**config.mk**
```make
export PLATFORM = sky130hd
export DESIGN_NAME = json_object_stream_framer_unit
export DESIGN_NICKNAME = d
export VERILOG_FILES = /design/src/sv/jsfr_pkg.sv /design/src/sv/jsfr_step.sv /design/src/sv/jsfr_out_q.sv /design/src/sv/json_object_stream_framer_unit.sv
export SDC_FILE = /design/constraint.sdc
export NUM_CORES = 1
export LEC_CHECK = 0
export ABC_AREA = 1
export BUFFER_PORTS_ARGS = -buffer_cell sky130_fd_sc_hd__buf_2
export CORE_MARGIN = 4
export CORE_UTILIZATION = 67
export CTS_BUF_LIST = sky130_fd_sc_hd__clkbuf_2 sky130_fd_sc_hd__clkbuf_4 sky130_fd_sc_hd__clkbuf_8
export CTS_CLUSTER_DIAMETER = 40
export DETAILED_ROUTE_END_ITERATION = 10
export PLACE_DENSITY = 0.88
export SLEW_MARGIN = 20
export SYNTH_ARGS = -nofsm -noshare
export SYNTH_HDL_FRONTEND = slang
export SYNTH_SLANG_ARGS = --single-unit
```
**constraint.sdc**
```tcl
create_clock -name i_clk -period 8.45 [get_ports i_clk]
set_input_delay 1.69 -clock i_clk [delete_from_list [all_inputs] [get_ports i_clk]]
set_output_delay 1.69 -clock i_clk [all_outputs]
set_load 0.005 [all_outputs]
```
**src/sv/jsfr_pkg.sv**
```systemverilog
// ----------------------------------------------------------------------------
// JSON object stream framer package
// Sizes, character codes and shared types for the framer.
// ----------------------------------------------------------------------------
`default_nettype none

package jsfr_pkg;

    localparam int MESSAGE_CAPACITY = 512;
    localparam int LEVEL_BITS       = 8;

    localparam int CNT_W    = $clog2(MESSAGE_CAPACITY);
    localparam int OFFSET_W = 9;
    localparam int POS_W    = (CNT_W > OFFSET_W) ? CNT_W : OFFSET_W;

    localparam logic [CNT_W-1:0]      OFFSET_LIMIT = CNT_W'(MESSAGE_CAPACITY - 1);
    localparam logic [LEVEL_BITS-1:0] LEVEL_MAX    = {LEVEL_BITS{1'b1}};

    localparam logic [7:0] CH_NUL           = 8'h00;
    localparam logic [7:0] CH_OPEN_BRACE    = 8'h7B;
    localparam logic [7:0] CH_OPEN_BRACKET  = 8'h5B;
    localparam logic [7:0] CH_CLOSE_BRACE   = 8'h7D;
    localparam logic [7:0] CH_CLOSE_BRACKET = 8'h5D;
    localparam logic [7:0] CH_QUOTE         = 8'h22;
    localparam logic [7:0] CH_BACKSLASH     = 8'h5C;

    typedef struct packed {
        logic                  in_message;
        logic                  in_quoted;
        logic                  escape_pending;
        logic [LEVEL_BITS-1:0] nest_level;
        logic [CNT_W-1:0]      stored_count;
        logic                  overflow_seen;
    } t_frame_state;

    typedef struct packed {
        logic [7:0]          out_byte;
        logic                is_first;
        logic                is_last;
        logic [OFFSET_W-1:0] byte_offset;
        logic                overflowed;
    } t_result;

endpackage

`default_nettype wire

```
**src/sv/jsfr_step.sv**
```systemverilog
// ----------------------------------------------------------------------------
// JSON object stream framer step
// Holds the framing state and turns one accepted byte into at most one result.
// ----------------------------------------------------------------------------
`default_nettype none

module jsfr_step (
    input  wire logic              i_clk,
    input  wire logic              i_rst_n,
    input  wire logic              i_accept,
    input  wire logic [7:0]        i_data_byte,
    output logic                   o_res_valid,
    output jsfr_pkg::t_result      o_res
);

    jsfr_pkg::t_frame_state r_state;
    jsfr_pkg::t_frame_state n_state;

    always_comb begin
        logic [jsfr_pkg::CNT_W-1:0] pos;
        logic [jsfr_pkg::POS_W-1:0] pos_ext;
        logic                       first;
        logic                       last;
        logic                       emit;

        n_state = r_state;
        pos     = '0;
        first   = 1'b0;
        last    = 1'b0;
        emit    = 1'b0;

        if (i_data_byte == jsfr_pkg::CH_NUL) begin
            emit = 1'b0;
        end else if (!r_state.in_message) begin
            if (i_data_byte == jsfr_pkg::CH_OPEN_BRACE) begin
                // A fresh message always starts at offset zero, count one.
                emit                   = 1'b1;
                first                  = 1'b1;
                n_state.in_message     = 1'b1;
                n_state.in_quoted      = 1'b0;
                n_state.escape_pending = 1'b0;
                n_state.nest_level     = jsfr_pkg::LEVEL_BITS'(1);
                n_state.stored_count   = jsfr_pkg::CNT_W'(1);
                n_state.overflow_seen  = 1'b0;
            end
        end else begin
            emit = 1'b1;
            if (r_state.stored_count < jsfr_pkg::OFFSET_LIMIT) begin
                pos                  = r_state.stored_count;
                n_state.stored_count = r_state.stored_count + jsfr_pkg::CNT_W'(1);
            end else begin
                pos                   = jsfr_pkg::OFFSET_LIMIT;
                n_state.overflow_seen = 1'b1;
            end

            if (r_state.in_quoted) begin
                if (r_state.escape_pending) begin
                    n_state.escape_pending = 1'b0;
                end else if (i_data_byte == jsfr_pkg::CH_BACKSLASH) begin
                    n_state.escape_pending = 1'b1;
                end else if (i_data_byte == jsfr_pkg::CH_QUOTE) begin
                    n_state.in_quoted = 1'b0;
                end
            end else if (i_data_byte == jsfr_pkg::CH_QUOTE) begin
                n_state.in_quoted = 1'b1;
            end else if (i_data_byte == jsfr_pkg::CH_OPEN_BRACE ||
                         i_data_byte == jsfr_pkg::CH_OPEN_BRACKET) begin
                if (r_state.nest_level < jsfr_pkg::LEVEL_MAX) begin
                    n_state.nest_level = r_state.nest_level + jsfr_pkg::LEVEL_BITS'(1);
                end
            end else if (i_data_byte == jsfr_pkg::CH_CLOSE_BRACE ||
                         i_data_byte == jsfr_pkg::CH_CLOSE_BRACKET) begin
                if (r_state.nest_level != '0) begin
                    n_state.nest_level = r_state.nest_level - jsfr_pkg::LEVEL_BITS'(1);
                end
                last = (n_state.nest_level == '0);
            end
        end

        pos_ext = jsfr_pkg::POS_W'(pos);

        o_res_valid       = i_accept && emit;
        o_res.out_byte    = i_data_byte;
        o_res.is_first    = first;
        o_res.is_last     = last;
        o_res.byte_offset = pos_ext[jsfr_pkg::OFFSET_W-1:0];
        o_res.overflowed  = n_state.overflow_seen;

        // The closing byte reports the flag first, then the frame is cleared.
        if (last) begin
            n_state = '0;
        end
    end

    always_ff @(posedge i_clk) begin
        if (!i_rst_n) begin
            r_state <= '0;
        end else if (i_accept) begin
            r_state <= n_state;
        end
    end

endmodule

`default_nettype wire

```
**src/sv/jsfr_out_q.sv**
```systemverilog
// ----------------------------------------------------------------------------
// JSON object stream framer output queue
// Two-entry result queue that lets input keep flowing while the sink stalls.
// ----------------------------------------------------------------------------
`default_nettype none

module jsfr_out_q (
    input  wire logic              i_clk,
    input  wire logic              i_rst_n,
    input  wire logic              i_push,
    input  wire jsfr_pkg::t_result i_res,
    output logic                   o_full,
    output logic                   o_valid,
    input  wire logic              i_stall,
    output jsfr_pkg::t_result      o_res,
    output logic [1:0]             o_count
);

    logic [1:0]        r_cnt;
    logic [1:0]        n_cnt;
    jsfr_pkg::t_result r_d0;
    jsfr_pkg::t_result r_d1;
    jsfr_pkg::t_result n_d0;
    jsfr_pkg::t_result n_d1;
    logic              pop;

    assign pop     = (r_cnt != 2'd0) && !i_stall;
    assign o_valid = (r_cnt != 2'd0);
    assign o_full  = (r_cnt == 2'd2);
    assign o_res   = r_d0;
    assign o_count = r_cnt;

    always_comb begin
        n_cnt = r_cnt;
        n_d0  = r_d0;
        n_d1  = r_d1;
        case ({i_push, pop})
            2'b11: begin
                if (r_cnt == 2'd1) begin
                    n_d0 = i_res;
                end else begin
                    n_d0 = r_d1;
                    n_d1 = i_res;
                end
            end
            2'b01: begin
                n_d0  = r_d1;
                n_cnt = r_cnt - 2'd1;
            end
            2'b10: begin
                if (r_cnt == 2'd0) begin
                    n_d0 = i_res;
                end else begin
                    n_d1 = i_res;
                end
                n_cnt = r_cnt + 2'd1;
            end
            default: begin
                n_cnt = r_cnt;
            end
        endcase
    end

    always_ff @(posedge i_clk) begin
        if (!i_rst_n) begin
            r_cnt <= 2'd0;
        end else begin
            r_cnt <= n_cnt;
        end
    end

    always_ff @(posedge i_clk) begin
        r_d0 <= n_d0;
        r_d1 <= n_d1;
    end

endmodule

`default_nettype wire

```
**src/sv/json_object_stream_framer_unit.sv**
```systemverilog
// ----------------------------------------------------------------------------
// JSON object stream framer
// Cuts brace-delimited JSON objects out of a byte stream, tagging each byte.
// ----------------------------------------------------------------------------
// Usage:
//   Input channel: i_valid / o_stall with i_data_byte. One byte is taken per
//   cycle whenever o_stall is low. Zero bytes and bytes outside an object
//   are consumed but produce no transfer.
//   Output channel: o_valid / i_stall with the per-byte fields. Each object
//   byte comes out with its offset, first/last marks and the overflow flag.
//   Each result is registered in the result queue before it shows on o_valid.
//   Throughput is one byte per cycle while o_stall is low, set by the state
//   update feeding the result queue.
//   A two-entry result queue sits between the sides; while i_stall is high
//   the queue fills and o_stall rises once both entries are held. A stalled
//   result does not change.
//   Reset (i_rst_n low, synchronous) empties the queue and returns the
//   framer to searching for an opening brace.
// ----------------------------------------------------------------------------
`default_nettype none

module json_object_stream_framer_unit (
    input  wire logic                              i_clk,
    input  wire logic                              i_rst_n,
    input  wire logic                              i_valid,
    output logic                                   o_stall,
    input  wire logic [7:0]                        i_data_byte,
    output logic                                   o_valid,
    input  wire logic                              i_stall,
    output logic [7:0]                             o_out_byte,
    output logic                                   o_is_first,
    output logic                                   o_is_last,
    output logic [jsfr_pkg::OFFSET_W-1:0]          o_byte_offset,
    output logic                                   o_overflowed
);

    logic              accept;
    logic              res_valid;
    logic              q_full;
    logic [1:0]        q_count;
    jsfr_pkg::t_result res;
    jsfr_pkg::t_result q_res;

    assign o_stall = q_full;
    assign accept  = i_valid && !q_full;

    jsfr_step u_step (
        .i_clk       (i_clk),
        .i_rst_n     (i_rst_n),
        .i_accept    (accept),
        .i_data_byte (i_data_byte),
        .o_res_valid (res_valid),
        .o_res       (res)
    );

    jsfr_out_q u_out_q (
        .i_clk   (i_clk),
        .i_rst_n (i_rst_n),
        .i_push  (res_valid),
        .i_res   (res),
        .o_full  (q_full),
        .o_valid (o_valid),
        .i_stall (i_stall),
        .o_res   (q_res),
        .o_count (q_count)
    );

    assign o_out_byte    = q_res.out_byte;
    assign o_is_first    = q_res.is_first;
    assign o_is_last     = q_res.is_last;
    assign o_byte_offset = q_res.byte_offset;
    assign o_overflowed  = q_res.overflowed;

`ifndef SYNTHESIS
    a_first_is_brace: assert property (@(posedge i_clk) disable iff (!i_rst_n)
        (o_valid && o_is_first) |->
            (o_out_byte == jsfr_pkg::CH_OPEN_BRACE && o_byte_offset == '0 && !o_overflowed))
        else $error("first byte of an object is not an opening brace at offset zero");

    a_last_is_closer: assert property (@(posedge i_clk) disable iff (!i_rst_n)
        (o_valid && o_is_last) |->
            (o_out_byte == jsfr_pkg::CH_CLOSE_BRACE ||
             o_out_byte == jsfr_pkg::CH_CLOSE_BRACKET))
        else $error("last byte of an object is not a closing brace or bracket");

    a_queue_bound: assert property (@(posedge i_clk) disable iff (!i_rst_n)
        (q_count != 2'd3) && (q_full == (q_count == 2'd2)))
        else $error("result queue count out of range");

    a_full_needs_stall: assert property (@(posedge i_clk) disable iff (!i_rst_n)
        (!$past(q_full) && q_full) |-> $past(i_stall))
        else $error("result queue filled while the sink was taking transfers");
`endif

endmodule

`default_nettype wire

```
==> flow_summary.ini <==
[worst_setup_path]
cp_max_fo = 23
cp.required_ns = 8.43
setup.worst_path.end_class = flop
start_kind = primary input
worstPathArrival_ns = 4.66
path_class = in -> reg

[grt]
grt_max_degree = 31
busiest_layer = met2
grtUsageTotal_pct = 27.4
met2_usage_pct = 44.4
grt_pass1_vias = 3422
grt_pass1_wl_mm = 16.0
overflow = 0
antenna_found_initial = 0
met3_usage_pct = 6.63
met1_usage_pct = 36.9

[sta]
fin_tns_setup_ns = 0
finalSetupViolCount = 0
final-max-slew-violation-count = 0
hold_violations = 0
worst_pin_slew_ns = 1.07
finClkSkew_ns = 0.0133
period_share_pct = 55.3
fmax_ghz = 0.214
rsz0062_at_grt = no
slew_headroom_pct = 28.6
min_period_ns = 4.67
worst_slack_ns = 3.78

[floorplan]
pin_count = 34
die_w_um = 85.8
dieArea_sq_um = 7370
rows = 28
die_y_um = 85.8
placeableCoreArea_sq_um = 5890
start_util_pct = 69.0

[yosys]
synth_cell_type_count = 41
syn_inst = 527
avgSynthCellArea_sq_um = 7.70
syn_area_sq_um = 4060
seq_area_frac_synth_pct = 40.9
synth_xor_area_share_pct = 2.16
syn-num-nets = 548
synth-adder-area-share_pct = 2.77
muxShareOfSynthArea_pct = 0
synth_top_family_by_area = simple AND/OR/NAND/NOR gates
synth_compound_area_share_pct = 14.6
synth_warnings = 0
synth-simple-area-share_pct = 29.7
synth_seq_cells = 63

[placement]
dp_hpwl_mm = 6.82
dp_cells = 613
placed_area_sq_um = 4190
globalplace.congestion = 1.00
portBuffers = 33
dp_slack_ns = 3.16

[worst_hold_path]
hold_path_class = reg -> reg

[drt]
drc = 0
first_pass_iters = 6
ant_nets = 0
wirelength_mm = 9.81
wire_per_inst_um = 15.6
drtIter0Drc = 424
num_vias = 3773
routed_via_density = 6.00

[power]
worst_ir_drop_vdd_mv = 0.166
leakagePower_uw = 0.00183
power-per-cell-area_nw_per_um2 = 268

[clocking]
root_buffer = clkbuf_8
ctsHoldBuffers = 0
htreeDepth = 3
cts_tree = done
cts.sinks = 63
clk_path_buf_depth = 2
cts_buffers = 9
path_clk_slew_ns = 0.07
postCtsSetupRepairBufs = 0
post_cts_resized = 0
clk_latency_ns = 0.36

[layout]
fin_nets = 570
fillers = 423
diodes = 0
final_cells = 629
stdcell_area_sq_um = 4370
drive_gt1_share_pct = 17.9
final_util_pct = 74.2
final_common_cell = nand2_1
area_growth_pct = 7.58
mostFrequentLayoutCells = 115 x nand2_1, 57 x inv_1, 54 x nor2_1

[flow_run]
drv_cap = 0

[status]
status = completed
## power breakdown
part | switching (uW) | internal (uW)
clock | 125 | 108
sequential | 37.8 | 417
combinational | 319 | 165
total | 481 | 690
## registers in the layout (all words and copies together), names as in the netlist
register         flops
u_out_q.o_count      2
u_out_q.r_d1        20
u_step.r_state      21
u_out_q.o_res       20
## routing by layer
layer | share of wire (%) | vias up
li1 | - | 1783
met1 | 38 | 1678
met2 | 48 | 278
met3 | 12 | 34
met4 | 2.0 | 0
met5 | 0 | -
## through the flow
step           power (uW)  hold slack (ns)
2_1_floorplan         805            0.442
3_3_place_gp          903            0.457
3_5_place_dp          929            0.489
4_1_cts              1160            0.500
5_1_grt              1240            0.523
6_report             1170            0.497
## cells by family (layout without fill, tap and decap cells)
| logic type | after synthesis | count (layout) |
|---|---|---|
| AND/OR/NAND/NOR | 253 | 253 |
| AO/OA/AOI/OAI | 102 | 102 |
| XOR/XNOR | 10 | 10 |
| adder cells (fa/ha/maj) | 9 | 9 |
| flip-flops | 63 | 63 |
| buffers and inverters | 90 | 117 |
## Yosys cell counts (all sizes together)
cell type / count / area share, %
a31oi: 1 / 0.15
inv: 66 / 6.2
clkbuf: 11 / 1.0
xor2: 9 / 1.9
nand4: 3 / 0.46
ha: 9 / 2.8
nor2: 63 / 7.2
o22ai: 3 / 0.46
o21ai: 46 / 5.7
a211o: 1 / 0.22
buf: 11 / 2.3
a22o: 1 / 0.22
nor3: 6 / 0.74
edfxtp: 40 / 30
xnor2: 1 / 0.22
a32o: 5 / 1.2
a211oi: 1 / 0.18
nand3b: 2 / 0.37
nand2: 129 / 13
clkinv: 2 / 0.31
dfxtp: 23 / 11
nand3: 49 / 7.6
a21oi: 44 / 6.4
nor4: 1 / 0.15
## path summary, 6_finish.rpt
path	start	end	slack, ns	cells past startpoint
worst max-delay path	i_data_byte[7]	u_out_q.r_d1[9]	3.78	13
worst min-delay path	u_step.r_state[0]	u_step.r_state[0]	0.50	2
worst max register to register	u_step.r_state[20]	u_out_q.r_d1[9]	4.50	9
worst min register to register	u_step.r_state[0]	u_step.r_state[0]	0.50	2
## worst max-delay path, cell delays in order
cell	delay (ns)
buf_2	0.11
inv_1	0.10
nand3_1	0.14
inv_2	0.08
nand2_2	0.10
inv_2	0.19
nand2_1	0.11
nand2_2	0.11
nand2_2	0.12
inv_2	0.41
ha_1	0.54
inv_1	0.33
a21oi_4	0.62
## layout make-up
class	count	area, sq um	area share [%]
multi-input combinational	374	2010	46.1
clock inverter	6	38.8	0.888
sequential	63	1660	38.0
timing repair buffer	33	165	3.78
inverter	68	263	6.02
clock buffer	10	131	3.01
tap	75	93.8	2.15
(Power assumes the default switching activity.)
